### src/sfdc_pkg.sv
package sfdc_pkg;

    localparam logic [7:0] SYNC_A = 8'hdc;
    localparam logic [7:0] SYNC_B = 8'hc0;
    localparam logic [7:0] SYNC_C = 8'h23;
    localparam logic [7:0] SYNC_D = 8'hc2;

    typedef enum logic [3:0] {
        PH_SYNC0   = 4'd0,
        PH_SYNC1   = 4'd1,
        PH_SYNC2   = 4'd2,
        PH_SYNC3   = 4'd3,
        PH_SYNC4   = 4'd4,
        PH_SYNC5   = 4'd5,
        PH_SYNC6   = 4'd6,
        PH_SYNC7   = 4'd7,
        PH_CHK_LO  = 4'd8,
        PH_CHK_HI  = 4'd9,
        PH_LEN_HI  = 4'd10,
        PH_LEN_LO  = 4'd11,
        PH_RES0    = 4'd12,
        PH_RES1    = 4'd13,
        PH_PAYLOAD = 4'd14
    } t_phase;

    // The sync word is sent twice, so the pattern repeats every four bytes.
    function automatic logic [7:0] sync_byte(input logic [1:0] idx);
        logic [7:0] b;
        case (idx)
            2'd0: b = SYNC_A;
            2'd1: b = SYNC_B;
            2'd2: b = SYNC_C;
            default: b = SYNC_D;
        endcase
        return b;
    endfunction

    // 16-bit byte sum with end-around carry.
    function automatic logic [15:0] add_byte(input logic [15:0] acc, input logic [7:0] b);
        logic [16:0] s;
        s = {1'b0, acc} + {9'd0, b};
        return s[15:0] + {15'd0, s[16]};
    endfunction

endpackage

### src/sync_frame_deframer_checksum_unit.sv
// Each result is registered when its byte is accepted.
// Throughput: one byte per cycle while the input is not stalled; the frame state advances in a single step per byte.
// A byte is taken while a result waits, unless the result is stalled downstream.
// Reset (synchronous, active low) returns the deframer to hunting the first sync
// byte, clears the sum, checksum and length, and empties the result register.
module sync_frame_deframer_checksum_unit (
    input  logic       i_clk,
    input  logic       i_rst_n,
    input  logic       i_in_valid,
    output logic       o_in_stall,
    input  logic [7:0] i_rx_byte,
    output logic       o_out_valid,
    input  logic       i_out_stall,
    output logic [7:0] o_payload_byte,
    output logic       o_has_payload,
    output logic       o_frame_end,
    output logic       o_frame_good
);

    sfdc_pkg::t_phase r_phase, n_phase;
    logic [15:0] r_sum, n_sum;
    logic [15:0] r_check, n_check;
    logic [15:0] r_left, n_left;
    logic [7:0]  r_len_hi, n_len_hi;

    logic        r_out_valid;
    logic [7:0]  r_payload_byte;
    logic        r_has_payload;
    logic        r_frame_end;
    logic        r_frame_good;

    logic        res_valid;
    logic [7:0]  res_payload_byte;
    logic        res_has_payload;
    logic        res_frame_end;
    logic        res_frame_good;

    logic        accept;
    logic [15:0] sum_add;
    logic [15:0] left_dec;

    assign o_in_stall = r_out_valid && i_out_stall;
    assign accept     = i_in_valid && !o_in_stall;
    assign sum_add    = sfdc_pkg::add_byte(r_sum, i_rx_byte);
    assign left_dec   = r_left - 16'd1;

    // Next state.
    always_comb begin
        n_phase  = r_phase;
        n_sum    = r_sum;
        n_check  = r_check;
        n_left   = r_left;
        n_len_hi = r_len_hi;
        case (r_phase)
            sfdc_pkg::PH_SYNC0, sfdc_pkg::PH_SYNC1, sfdc_pkg::PH_SYNC2,
            sfdc_pkg::PH_SYNC3, sfdc_pkg::PH_SYNC4, sfdc_pkg::PH_SYNC5,
            sfdc_pkg::PH_SYNC6, sfdc_pkg::PH_SYNC7: begin
                if (i_rx_byte == sfdc_pkg::sync_byte(r_phase[1:0])) begin
                    n_sum   = (r_phase == sfdc_pkg::PH_SYNC0) ? {8'd0, i_rx_byte} : sum_add;
                    n_phase = sfdc_pkg::t_phase'(r_phase + 4'd1);
                end else if (i_rx_byte == sfdc_pkg::SYNC_A) begin
                    // A mismatching byte may itself open a new sync word.
                    n_sum   = {8'd0, i_rx_byte};
                    n_phase = sfdc_pkg::PH_SYNC1;
                end else begin
                    n_sum   = 16'd0;
                    n_phase = sfdc_pkg::PH_SYNC0;
                end
            end
            sfdc_pkg::PH_CHK_LO: begin
                n_check = {8'd0, i_rx_byte};
                n_phase = sfdc_pkg::PH_CHK_HI;
            end
            sfdc_pkg::PH_CHK_HI: begin
                n_check = {i_rx_byte, r_check[7:0]};
                n_phase = sfdc_pkg::PH_LEN_HI;
            end
            sfdc_pkg::PH_LEN_HI: begin
                n_len_hi = i_rx_byte;
                n_sum    = sum_add;
                n_phase  = sfdc_pkg::PH_LEN_LO;
            end
            sfdc_pkg::PH_LEN_LO: begin
                n_left  = {r_len_hi, i_rx_byte};
                n_sum   = sum_add;
                n_phase = sfdc_pkg::PH_RES0;
            end
            sfdc_pkg::PH_RES0: begin
                n_sum   = sum_add;
                n_phase = sfdc_pkg::PH_RES1;
            end
            sfdc_pkg::PH_RES1: begin
                n_sum   = sum_add;
                n_phase = (r_left == 16'd0) ? sfdc_pkg::PH_SYNC0 : sfdc_pkg::PH_PAYLOAD;
            end
            sfdc_pkg::PH_PAYLOAD: begin
                n_sum   = sum_add;
                n_left  = left_dec;
                n_phase = (left_dec == 16'd0) ? sfdc_pkg::PH_SYNC0 : sfdc_pkg::PH_PAYLOAD;
            end
            default: begin
                // The unused phase code behaves as hunting the first sync byte.
                if (i_rx_byte == sfdc_pkg::SYNC_A) begin
                    n_sum   = {8'd0, i_rx_byte};
                    n_phase = sfdc_pkg::PH_SYNC1;
                end else begin
                    n_sum   = 16'd0;
                    n_phase = sfdc_pkg::PH_SYNC0;
                end
            end
        endcase
    end

    // Result for the current byte.
    always_comb begin
        res_valid        = 1'b0;
        res_payload_byte = 8'd0;
        res_has_payload  = 1'b0;
        res_frame_end    = 1'b0;
        res_frame_good   = 1'b0;
        case (r_phase)
            sfdc_pkg::PH_RES1: begin
                if (r_left == 16'd0) begin
                    res_valid      = 1'b1;
                    res_frame_end  = 1'b1;
                    res_frame_good = (sum_add == r_check);
                end
            end
            sfdc_pkg::PH_PAYLOAD: begin
                res_valid        = 1'b1;
                res_payload_byte = i_rx_byte;
                res_has_payload  = 1'b1;
                res_frame_end    = (left_dec == 16'd0);
                res_frame_good   = (left_dec == 16'd0) && (sum_add == r_check);
            end
            default: begin
                res_valid = 1'b0;
            end
        endcase
    end

    always_ff @(posedge i_clk) begin
        if (!i_rst_n) begin
            r_phase  <= sfdc_pkg::PH_SYNC0;
            r_sum    <= 16'd0;
            r_check  <= 16'd0;
            r_left   <= 16'd0;
            r_len_hi <= 8'd0;
        end else if (accept) begin
            r_phase  <= n_phase;
            r_sum    <= n_sum;
            r_check  <= n_check;
            r_left   <= n_left;
            r_len_hi <= n_len_hi;
        end
    end

    always_ff @(posedge i_clk) begin
        if (!i_rst_n) begin
            r_out_valid <= 1'b0;
        end else if (accept && res_valid) begin
            r_out_valid <= 1'b1;
        end else if (!i_out_stall) begin
            r_out_valid <= 1'b0;
        end
    end

    always_ff @(posedge i_clk) begin
        if (accept && res_valid) begin
            r_payload_byte <= res_payload_byte;
            r_has_payload  <= res_has_payload;
            r_frame_end    <= res_frame_end;
            r_frame_good   <= res_frame_good;
        end
    end

    assign o_out_valid    = r_out_valid;
    assign o_payload_byte = r_payload_byte;
    assign o_has_payload  = r_has_payload;
    assign o_frame_end    = r_frame_end;
    assign o_frame_good   = r_frame_good;

endmodule
### config.mk
export PLATFORM = sky130hd
export DESIGN_NAME = sync_frame_deframer_checksum_unit
export DESIGN_NICKNAME = d
export VERILOG_FILES = /design/src/sfdc_pkg.sv /design/src/sync_frame_deframer_checksum_unit.sv
export SDC_FILE = /design/constraint.sdc
export NUM_CORES = 1
export LEC_CHECK = 0
export ABC_AREA = 1
export BUFFER_PORTS_ARGS = -buffer_cell sky130_fd_sc_hd__clkbuf_2
export CAP_MARGIN = 30
export CORE_MARGIN = 2
export CORE_UTILIZATION = 56
export CTS_CLUSTER_SIZE = 40
export DETAILED_ROUTE_END_ITERATION = 8
export GPL_TIMING_DRIVEN = 0
export PLACE_DENSITY_LB_ADDON = 0.08
export SETUP_SLACK_MARGIN = 0.3
export SLEW_MARGIN = 20
export SYNTH_ARGS = -nofsm -noshare
export SYNTH_HDL_FRONTEND = slang
export SYNTH_SLANG_ARGS = --single-unit
### constraint.sdc
create_clock -name i_clk -period 3.42 [get_ports i_clk]
set_input_delay 0.171 -clock i_clk [delete_from_list [all_inputs] [get_ports i_clk]]
set_output_delay 0.171 -clock i_clk [all_outputs]
set_load 0.02 [all_outputs]
==> flow_summary.yaml, run 1 <==
outcome:
  status: "complete, but fails checks"
  violations: "negative setup slack"
power_and_ir_drop:
  fin_total_pwr_mw: 1.783
  power_density_mw_per_mm2: 295.1
  total_leakage_power_nw: 2.818
  ir_drop_mv: 0.2332
clocking:
  hold_buffers: 0
  cts_tree: "built"
  htree_levels: 3
  cts-root-buf: "clkbuf_8"
  clk_pin_slew_ns: 0.08
  cts_made_buffers: 9
  cts_buffer_depth: 2
  tritoncts_num_sinks: 72
  insertion_delay_ns: 0.35
floorplan:
  core-area_sq_mm: 0.008806
  die_area_sq_mm: 0.009926
  die_w_um: 99.63
  num_io_pins: 25
  start_util: 0.5816
  row_count: 34
  die_height_um: 99.63
worst_setup_path:
  endpoint_kind: "flip-flop"
  worstPathMaxFanout: 3
  crit_slowest_cell: "dfxtp_2"
  worstRegToRegCells: 27
  start_kind: "flip-flop"
  critPathKind: "flip-flop to flip-flop"
  setup.worst_path.start: "r_sum[0]$_SDFFE_PN0P_"
  path_buf_inv: 5
  crit_family: "simple AND/OR/NAND/NOR gates"
  path_depth: 27
  crit_path_max_incr_delay_ns: 0.36
  arrival_ns: 3.77
  crit_end: "o_frame_good$_DFFE_PP_"
  critical_path_required_ns: 3.63
  r2r-start: "r_sum[0]$_SDFFE_PN0P_"
  r2r_slack_ns: -0.14
  reg2reg_to: "o_frame_good$_DFFE_PP_"
run:
  maxCapViolCount: 0
yosys:
  yosysMostFrequentCell: "nand2_1"
  synth_warnings: 0
  yosys_register_bits: 72
  syn_inst: 822
  ys_top_cells_by_count: "244 x nand2_1, 111 x inv_1, 77 x nor2_1"
  synth_edf_count: 11
  ys_async_sr_fraction: 0
  synth_nets: 851
  synth_top_cell_by_area: "dfxtp_1"
  syn_avg_cell_area_sq_um: 6.230
  yosysSeqAreaShare: 0.3030
  synth_cell_type_count: 39
  synth_top_area_frac: 0.2385
  netlist_top_cells_area: "dfxtp_1 24%, nand2_1 18%, inv_1 8.1%"
  ys.flop_type: "dfxtp_1"
  syn_area_sq_mm: 0.005121
global_route:
  grt_pass1_vias: 5287
  grt_max_degree: 14
  grt_antenna_before_repair: 0
  grt_remaining_overflow: 0
  grt_pass1_wl_mm: 25.27
  track_usage: 0.3203
timing:
  finalMaxSlewViolations: 0
  rsz0062_at_grt: "yes"
  skew_ns: 0.01549
  timing.final.crit_share: 1.041
  hold_viol_final: 0
  fmax_ghz: 0.2809
  slew_headroom: 0.5185
  layout_setup_ws_ns: -0.1405
  setup_viol: 1
  min_period_ns: 3.561
  tightestPinTransition_ns: 0.7222
min_path:
  min_from: "i_out_stall"
  hp-class: "primary input to flip-flop"
layout:
  layout.nets: 914
  finish.utilization: 0.6861
  syn_to_final_growth_pct: 17.98
  diodes: 0
  drive_gt1_frac: 0.1831
detailed_routing:
  vias: 5682
  routedWlPerCell_um: 15.82
  drc: 0
  drt_iter0_drc: 459
  drtPass1Iterations: 6
  ant_nets: 0
  viasPerCell: 5.693
  totalWireLength_mm: 15.79
placed_design:
  gp_congestion: 0.9438
  portBuffers: 24
  place_hpwl_mm: 11.40
## cells in the final DEF, fill, tap and decap left out, types with 8 or more instances in the layout
master | synthesis | final
a221oi_1 | 9 | 9
dfxtp_1 | 61 | 60
nor2_1 | 77 | 72
nand3_2 | 5 | 8
nand3b_1 | 10 | 10
nand2_1 | 244 | 231
inv_2 | 9 | 14
buf_4 | 0 | 25
clkbuf_8 | 0 | 9
edfxtp_1 | 11 | 11
o21ai_0 | 40 | 40
inv_1 | 111 | 105
ha_1 | 16 | 13
nand4_1 | 10 | 10
a21oi_1 | 62 | 58
nor2_4 | 4 | 9
clkbuf_2 | 0 | 24
nand3_1 | 73 | 65
nand2_2 | 16 | 27
## through the flow
step	cell area (sq um)	cells	TNS (ns)	hold slack, ns	setup slack [ns]
2_1_floorplan	5142	822	0	0.3187	0.3029
3_3_place_gp	5398	954	-1.511	0.4546	-0.5326
3_5_place_dp	5398	954	-2.242	0.4671	-0.6202
4_1_cts	5884	991	-0.1369	0.1063	-0.1369
5_1_grt	6042	998	-0.2859	0.1132	-0.2837
6_report	6042	998	-0.1405	0.1076	-0.1405
## worst reg2reg max path: stages, from the launching register on
cell and delay (ns):
dfxtp_2 0.36, ha_4 0.13, inv_2 0.03, fa_2 0.36, inv_2 0.10, nand3_4 0.08
nand2_4 0.09, nand2_4 0.05, nand2_4 0.08, nand3_4 0.08, nor3_4 0.27, ha_4 0.21
ha_4 0.13, inv_4 0.04, nor2_4 0.13, buf_6 0.12, nand3_1 0.11, nand2_2 0.12
inv_2 0.06, nand2_1 0.05, nand2_1 0.04, nor2_1 0.11, nand2_1 0.07, nor2_2 0.14
nand3_1 0.10, nor2_2 0.15, nand3_2 0.09, nor2_2 0.12
## report_power, final
part | leakage, nW | internal [mW] | switching [mW] | total (mW)
combinational | 2.12 | 0.0646 | 0.164 | 0.229
clock | 0.0994 | 0.337 | 0.355 | 0.692
sequential | 0.602 | 0.859 | 0.00304 | 0.862
total | 2.82 | 1.26 | 0.523 | 1.78
## registers in the layout, summed over array words and instances (netlist names)
signal and flops:
r_check 16, r_left 16, r_sum 16, o_payload_byte 8
r_len_hi 8, r_phase 4, o_frame_end 1, o_frame_good 1
o_has_payload 1, o_out_valid 1
## final cells by class
cell class                      instances  area, sq um
Tap cell                              108        135.1
Sequential cell                        72         1553
Timing Repair Buffer                   52        341.6
Multi-Input combinational cell        610         3282
Clock inverter                          7        70.07
Clock buffer                            9        123.9
Fill cell                             793         2764
Inverter                              123        464.2
Buffer                                 17        72.57
## how the worst min path moves through the flow
| stage | to | slack, ns | cells past startpoint |
|---|---|---|---|
| finish | o_out_valid$_SDFFE_PN0P_ | 0.11 | 3 |
| global route | o_out_valid$_SDFFE_PN0P_ | 0.11 | 3 |
| CTS | o_out_valid$_SDFFE_PN0P_ | 0.11 | 3 |
| detailed placement | r_check[4]$_SDFFE_PN0P_ | 0.47 | 2 |
| global placement | o_out_valid$_SDFFE_PN0P_ | 0.45 | 3 |
| floorplan | r_check[10]$_SDFFE_PN0P_ | 0.32 | 2 |
## layer usage
layer  wire length, um  up-vias  track usage
met5                 0        -            0
met4               391        0      0.08641
met3              1333       38      0.05060
met2              6949      240       0.5130
met1              7112     2615       0.4505
li1                  -     2789            -
## cells by family (layout without fill, tap and decap cells)
kind of cell | Yosys count | after routing | synth area share
AO/OA/AOI/OAI | 133 | 133 | 0.1481
buffers and inverters | 140 | 208 | 0.1043
adder cells (fa/ha/maj) | 17 | 17 | 0.04300
flip-flops | 72 | 72 | 0.3030
AND/OR/NAND/NOR | 452 | 452 | 0.3880
XOR/XNOR | 8 | 8 | 0.01368
## what timing repair did
action,CTS,global route
resized for setup,28,31
endpoints found under the setup margin,13,13
pin swaps,21,30
setup buffers,21,7
Power figures use the tool's default switching activity.
==> inputs of run 2 (changes only) <==
--- a/config.mk
+++ b/config.mk
@@ -14,6 +14,7 @@
 export DETAILED_ROUTE_END_ITERATION = 8
 export GPL_TIMING_DRIVEN = 0
 export PLACE_DENSITY_LB_ADDON = 0.08
+export REMOVE_ABC_BUFFERS = 1
 export SETUP_SLACK_MARGIN = 0.3
 export SLEW_MARGIN = 20
 export SYNTH_ARGS = -nofsm -noshare
==> flow_summary.yaml, run 2 (synthesis results as in run 1) <==
min_path:
  hold_depth: 3
  hp-class: "primary input to flip-flop"
  min_from: "i_out_stall"
layout:
  final_common_cell: "nand2_1"
  reg.largest.list: "r_check x16, r_left x16, r_sum x16"
  fill_cells: 781
  drive_gt1_frac: 0.1769
  layout.nets: 889
  diodes: 0
  final_cell_mix: "228 x nand2_1, 105 x inv_1, 71 x nor2_1"
  syn_to_final_growth_pct: 16.54
global_route:
  grt_pass1_vias: 4899
  track_usage: 0.2883
  grt_pass1_wl_mm: 23.02
  grt_antenna_before_repair: 0
  grt_max_degree: 30
  grt_remaining_overflow: 0
floorplan:
  start_util: 0.5816
  die_w_um: 99.63
  core-area_sq_mm: 0.008806
  num_io_pins: 25
  die_height_um: 99.63
  row_count: 34
  die_area_sq_mm: 0.009926
worst_setup_path:
  arrival_ns: 3.62
  worstRegToRegCells: 28
  worstPathMaxFanout: 4
  crit_path_max_incr_delay_ns: 0.35
  setup.worst_path.start: "r_sum[0]$_SDFFE_PN0P_"
  start_kind: "flip-flop"
  critPathKind: "flip-flop to flip-flop"
  r2r-start: "r_sum[0]$_SDFFE_PN0P_"
  crit_slowest_cell: "dfxtp_2"
  critical_path_required_ns: 3.54
  endpoint_kind: "flip-flop"
detailed_routing:
  viasPerCell: 5.649
  routedWlPerCell_um: 14.59
  vias: 5496
  drtPass1Iterations: 5
  totalWireLength_mm: 14.20
  ant_nets: 0
  drc: 0
  drt_iter0_drc: 364
power_and_ir_drop:
  ir_drop_mv: 0.2104
  fin_total_pwr_mw: 1.751
  power_density_mw_per_mm2: 293.3
  total_leakage_power_nw: 2.758
placed_design:
  place_ws_ns: -0.7507
  place_hpwl_mm: 10.16
  gp_congestion: 0.9153
  portBuffers: 24
clocking:
  tritoncts_num_sinks: 72
  clk_pin_slew_ns: 0.08
  cts-root-buf: "clkbuf_8"
  htree_levels: 3
  insertion_delay_ns: 0.35
  cts_tree: "built"
  cts_buffer_depth: 2
  hold_buffers: 0
  cts_made_buffers: 9
timing:
  min_period_ns: 3.502
  rsz0062_at_grt: "yes"
  skew_ns: 0.005204
  finalMaxSlewViolations: 0
  layout_setup_ws_ns: -0.08193
  setup_viol: 1
  timing.final.crit_share: 1.024
  fmax_ghz: 0.2856
  hold_viol_final: 0
  slew_headroom: 0.4413
  tightestPinTransition_ns: 0.8349
outcome:
  status: "complete, but fails checks"
  violations: "negative setup slack"
run:
  maxCapViolCount: 0
run 2: cell count changes in the layout (fill, tap and decap cells not counted), sizes merged:
| cell | previous run | this run |
|---|---|---|
| buf | 39 | 19 |
| clkbuf | 39 | 33 |
| inv | 121 | 119 |
| clkinvlp | 1 | 4 |
run 2: per-layer routing:
| metal | wire length (um) | GRT usage |
|---|---|---|
| met3 | 1072 | 0.04427 |
| met1 | 6365 | 0.4052 |
| met2 | 6470 | 0.4553 |
| met5 | 0 | 0 |
| met4 | 290 | 0.09273 |
run 2: report_power, final:
group	internal [mW]	switching, mW	total, mW
Clock	0.329	0.338	0.667
Combinational	0.0646	0.158	0.222
Sequential	0.859	0.00263	0.861
Total	1.25	0.498	1.75
run 2: path summary, 6_finish.rpt:
| kind | slack [ns] | endpoint |
|---|---|---|
| hold / removal | 0.10 | o_out_valid$_SDFFE_PN0P_ |
| setup / recovery | -0.08 | o_frame_good$_DFFE_PP_ |
| setup reg to reg | -0.08 | o_frame_good$_DFFE_PP_ |
| hold reg to reg | 0.48 | r_check[10]$_SDFFE_PN0P_ |
run 2: layout make-up:
class	instances	area, sq um	share of cell area
clock buffers	9	123.9	0.02075
well taps	108	135.1	0.02264
repair buffers	43	300.3	0.05031
clock inverters	7	62.56	0.01048
inverters	123	467.9	0.07841
multi-input cells	610	3318	0.5560
flip-flops and latches	72	1553	0.2602
repair inverters	1	7.507	0.001258
run 2: worst max-delay path, delay by kind of cell, from the launching register on:
family,cells,cell delay [ns]
fa+ha+maj,4,0.84
simple gates,18,1.66
buf+inv,6,0.39
flops,1,0.35
run 2: metrics by stage:
stage	instance area (sq um)	util	TNS, ns	cells	hold WS (ns)
finish	5968	0.6777	-0.08193	973	0.1007
global route	5968	0.6777	-0.2455	973	0.1234
CTS	5817	0.6606	0	970	0.1016
detailed placement	5334	0.6057	-4.404	939	0.4708
global placement	5304	0.6023	-4.165	937	0.4585
floorplan	5049	-	0	805	0.3093
run 2: what timing repair did:
| item | 4_1_cts | 5_1_grt |
|---|---|---|
| gates cloned | 0 | 1 |
| setup buffers | 15 | 2 |
| resized for setup | 41 | 41 |
| endpoints found under the setup margin | 15 | 25 |
| pin swaps | 28 | 34 |
==> inputs of run 3 (changes only) <==
--- a/config.mk
+++ b/config.mk
@@ -15,7 +15,6 @@
 export GPL_TIMING_DRIVEN = 0
 export PLACE_DENSITY_LB_ADDON = 0.08
 export REMOVE_ABC_BUFFERS = 1
-export SETUP_SLACK_MARGIN = 0.3
 export SLEW_MARGIN = 20
 export SYNTH_ARGS = -nofsm -noshare
 export SYNTH_HDL_FRONTEND = slang
==> constraint.sdc (replaced) <==
create_clock -name i_clk -period 2.81 [get_ports i_clk]
set_input_delay 0.1405 -clock i_clk [delete_from_list [all_inputs] [get_ports i_clk]]
set_output_delay 0.1405 -clock i_clk [all_outputs]
set_load 0.02 [all_outputs]
==> flow_summary.yaml, run 3 (synthesis results as in run 1) <==
power_and_ir_drop:
  fin_total_pwr_mw: 2.130
  ir_drop_mv: 0.2563
  power_density_mw_per_mm2: 355.7
  total_leakage_power_nw: 2.731
layout:
  final_cell_mix: "224 x nand2_1, 104 x inv_1, 70 x nor2_1"
  fill_cells: 769
  syn_to_final_growth_pct: 16.91
  reg.largest.list: "r_check x16, r_left x16, r_sum x16"
  diodes: 0
  final_common_cell: "nand2_1"
  drive_gt1_frac: 0.1896
  layout.nets: 889
  final_area_sq_mm: 0.005987
detailed_routing:
  ant_nets: 0
  drc: 0
  totalWireLength_mm: 14.26
  vias: 5481
  routedWlPerCell_um: 14.65
  drt_iter0_drc: 440
  drtPass1Iterations: 5
  viasPerCell: 5.633
floorplan:
  start_util: 0.5816
  row_count: 34
  core-area_sq_mm: 0.008806
  die_height_um: 99.63
  die_area_sq_mm: 0.009926
  num_io_pins: 25
  die_w_um: 99.63
worst_setup_path:
  r2r-start: "r_sum[0]$_SDFFE_PN0P_"
  crit_path_max_incr_delay_ns: 0.35
  endpoint_kind: "flip-flop"
  setup.worst_path.start: "r_sum[0]$_SDFFE_PN0P_"
  arrival_ns: 3.58
  critPathKind: "flip-flop to flip-flop"
  start_kind: "flip-flop"
  worstRegToRegCells: 26
  critical_path_required_ns: 2.93
  reg2reg_to: "o_frame_good$_DFFE_PP_"
  r2r_slack_ns: -0.66
  crit_slowest_cell: "dfxtp_2"
  worstPathMaxFanout: 4
  crit_end: "o_frame_good$_DFFE_PP_"
global_route:
  grt_pass1_vias: 4927
  grt_pass1_wl_mm: 23.21
  grt_remaining_overflow: 0
  grt_antenna_before_repair: 0
  track_usage: 0.2908
  grt_max_degree: 30
timing:
  tightestPinTransition_ns: 0.8332
  hold_viol_final: 0
  min_period_ns: 3.466
  rsz0062_at_grt: "yes"
  setup_viol: 12
  timing.final.crit_share: 1.234
  finalMaxSlewViolations: 0
  holdWs_ns: 0.07380
  layout_setup_ws_ns: -0.6563
  fmax_ghz: 0.2885
  skew_ns: 0.006627
  slew_headroom: 0.4425
run:
  maxCapViolCount: 0
placed_design:
  postPlaceCellArea_sq_mm: 0.005334
  portBuffers: 24
  gp_congestion: 0.9153
  place_hpwl_mm: 10.16
clocking:
  htree_levels: 3
  tritoncts_num_sinks: 72
  insertion_delay_ns: 0.35
  clk_pin_slew_ns: 0.08
  cts_buffer_depth: 2
  cts_tree: "built"
  hold_buffers: 0
  cts-root-buf: "clkbuf_8"
  cts_made_buffers: 9
outcome:
  status: "complete, but fails checks"
  violations: "negative setup slack"
min_path:
  min_from: "i_out_stall"
  hp-class: "primary input to flip-flop"
==> run 3: cell types whose count changed in the layout (fill, tap and decap cells not counted), moves of 2 or more <==
cell     previous run  this run
nand2_2            26        32
buf_4              11        15
buf_6               6         2
nand2_1           228       224
a21oi_1            56        54
nand2_4             7         5
nand3_1            65        63
nand3_2             7         9
o21ai_0            38        36
o21ai_1             2         4
==> run 3: worst min path at each step <==
stage	depth (start not counted)	end	slack (ns)
after floorplan	2	r_left[0]$_SDFFE_PN0P_	0.28
after global placement	3	o_out_valid$_SDFFE_PN0P_	0.43
after detailed placement	3	o_out_valid$_SDFFE_PN0P_	0.45
after CTS	3	o_out_valid$_SDFFE_PN0P_	0.07
after global routing	3	o_out_valid$_SDFFE_PN0P_	0.09
final	3	o_out_valid$_SDFFE_PN0P_	0.07
==> run 3: layer usage <==
| layer | GRT usage | vias to the layer above | share of wire |
|---|---|---|---|
| met3 | 0.04287 | 26 | 0.067 |
| met2 | 0.4615 | 211 | 0.46 |
| met1 | 0.4083 | 2507 | 0.45 |
| met4 | 0.09273 | 0 | 0.022 |
| met5 | 0 | - | 0 |
| li1 | - | 2737 | - |
==> run 3: timing repair <==
action                                  4_1_cts  5_1_grt
endpoints found under the setup margin       31       30
cloned                                        1        0
pin swaps                                    30       33
buffers inserted                             15        2
resized for setup                            50       40
==> run 3: stage by stage <==
stage	TNS [ns]	util	cells	setup slack (ns)
after floorplan	-1.581	-	805	-0.4785
after global placement	-20.63	0.6023	937	-1.278
after detailed placement	-13.45	0.6057	939	-1.330
after CTS	-3.525	0.6637	971	-0.6092
after global routing	-5.793	0.6799	973	-0.8439
final	-3.837	0.6799	973	-0.6563
==> run 3: cell type report <==
cell class / instances / area, sq um / area share
Tap cell: 108 / 135.1 / 0.02257
Clock inverter: 7 / 62.56 / 0.01045
Timing Repair inverter: 1 / 7.507 / 0.001254
Timing Repair Buffer: 43 / 285.3 / 0.04765
Clock buffer: 9 / 123.9 / 0.02069
Sequential cell: 72 / 1553 / 0.2594
Inverter: 123 / 467.9 / 0.07816
Multi-Input combinational cell: 610 / 3352 / 0.5599
==> run 3: power by group <==
part | internal [mW] | switching [mW] | leakage (nW)
clock network | 0.401 | 0.406 | 0.0901
logic | 0.0792 | 0.195 | 2.04
registers | 1.05 | 0.00331 | 0.602
total | 1.53 | 0.604 | 2.73
==> run 3: critical path: cells and delay by family (launching register included) <==
| family | cells | cell delay (ns) |
|---|---|---|
| adder cells (fa/ha/maj) | 4 | 0.83 |
| AND/OR/NAND/NOR | 17 | 1.69 |
| flip-flops | 1 | 0.35 |
| buffers and inverters | 5 | 0.33 |
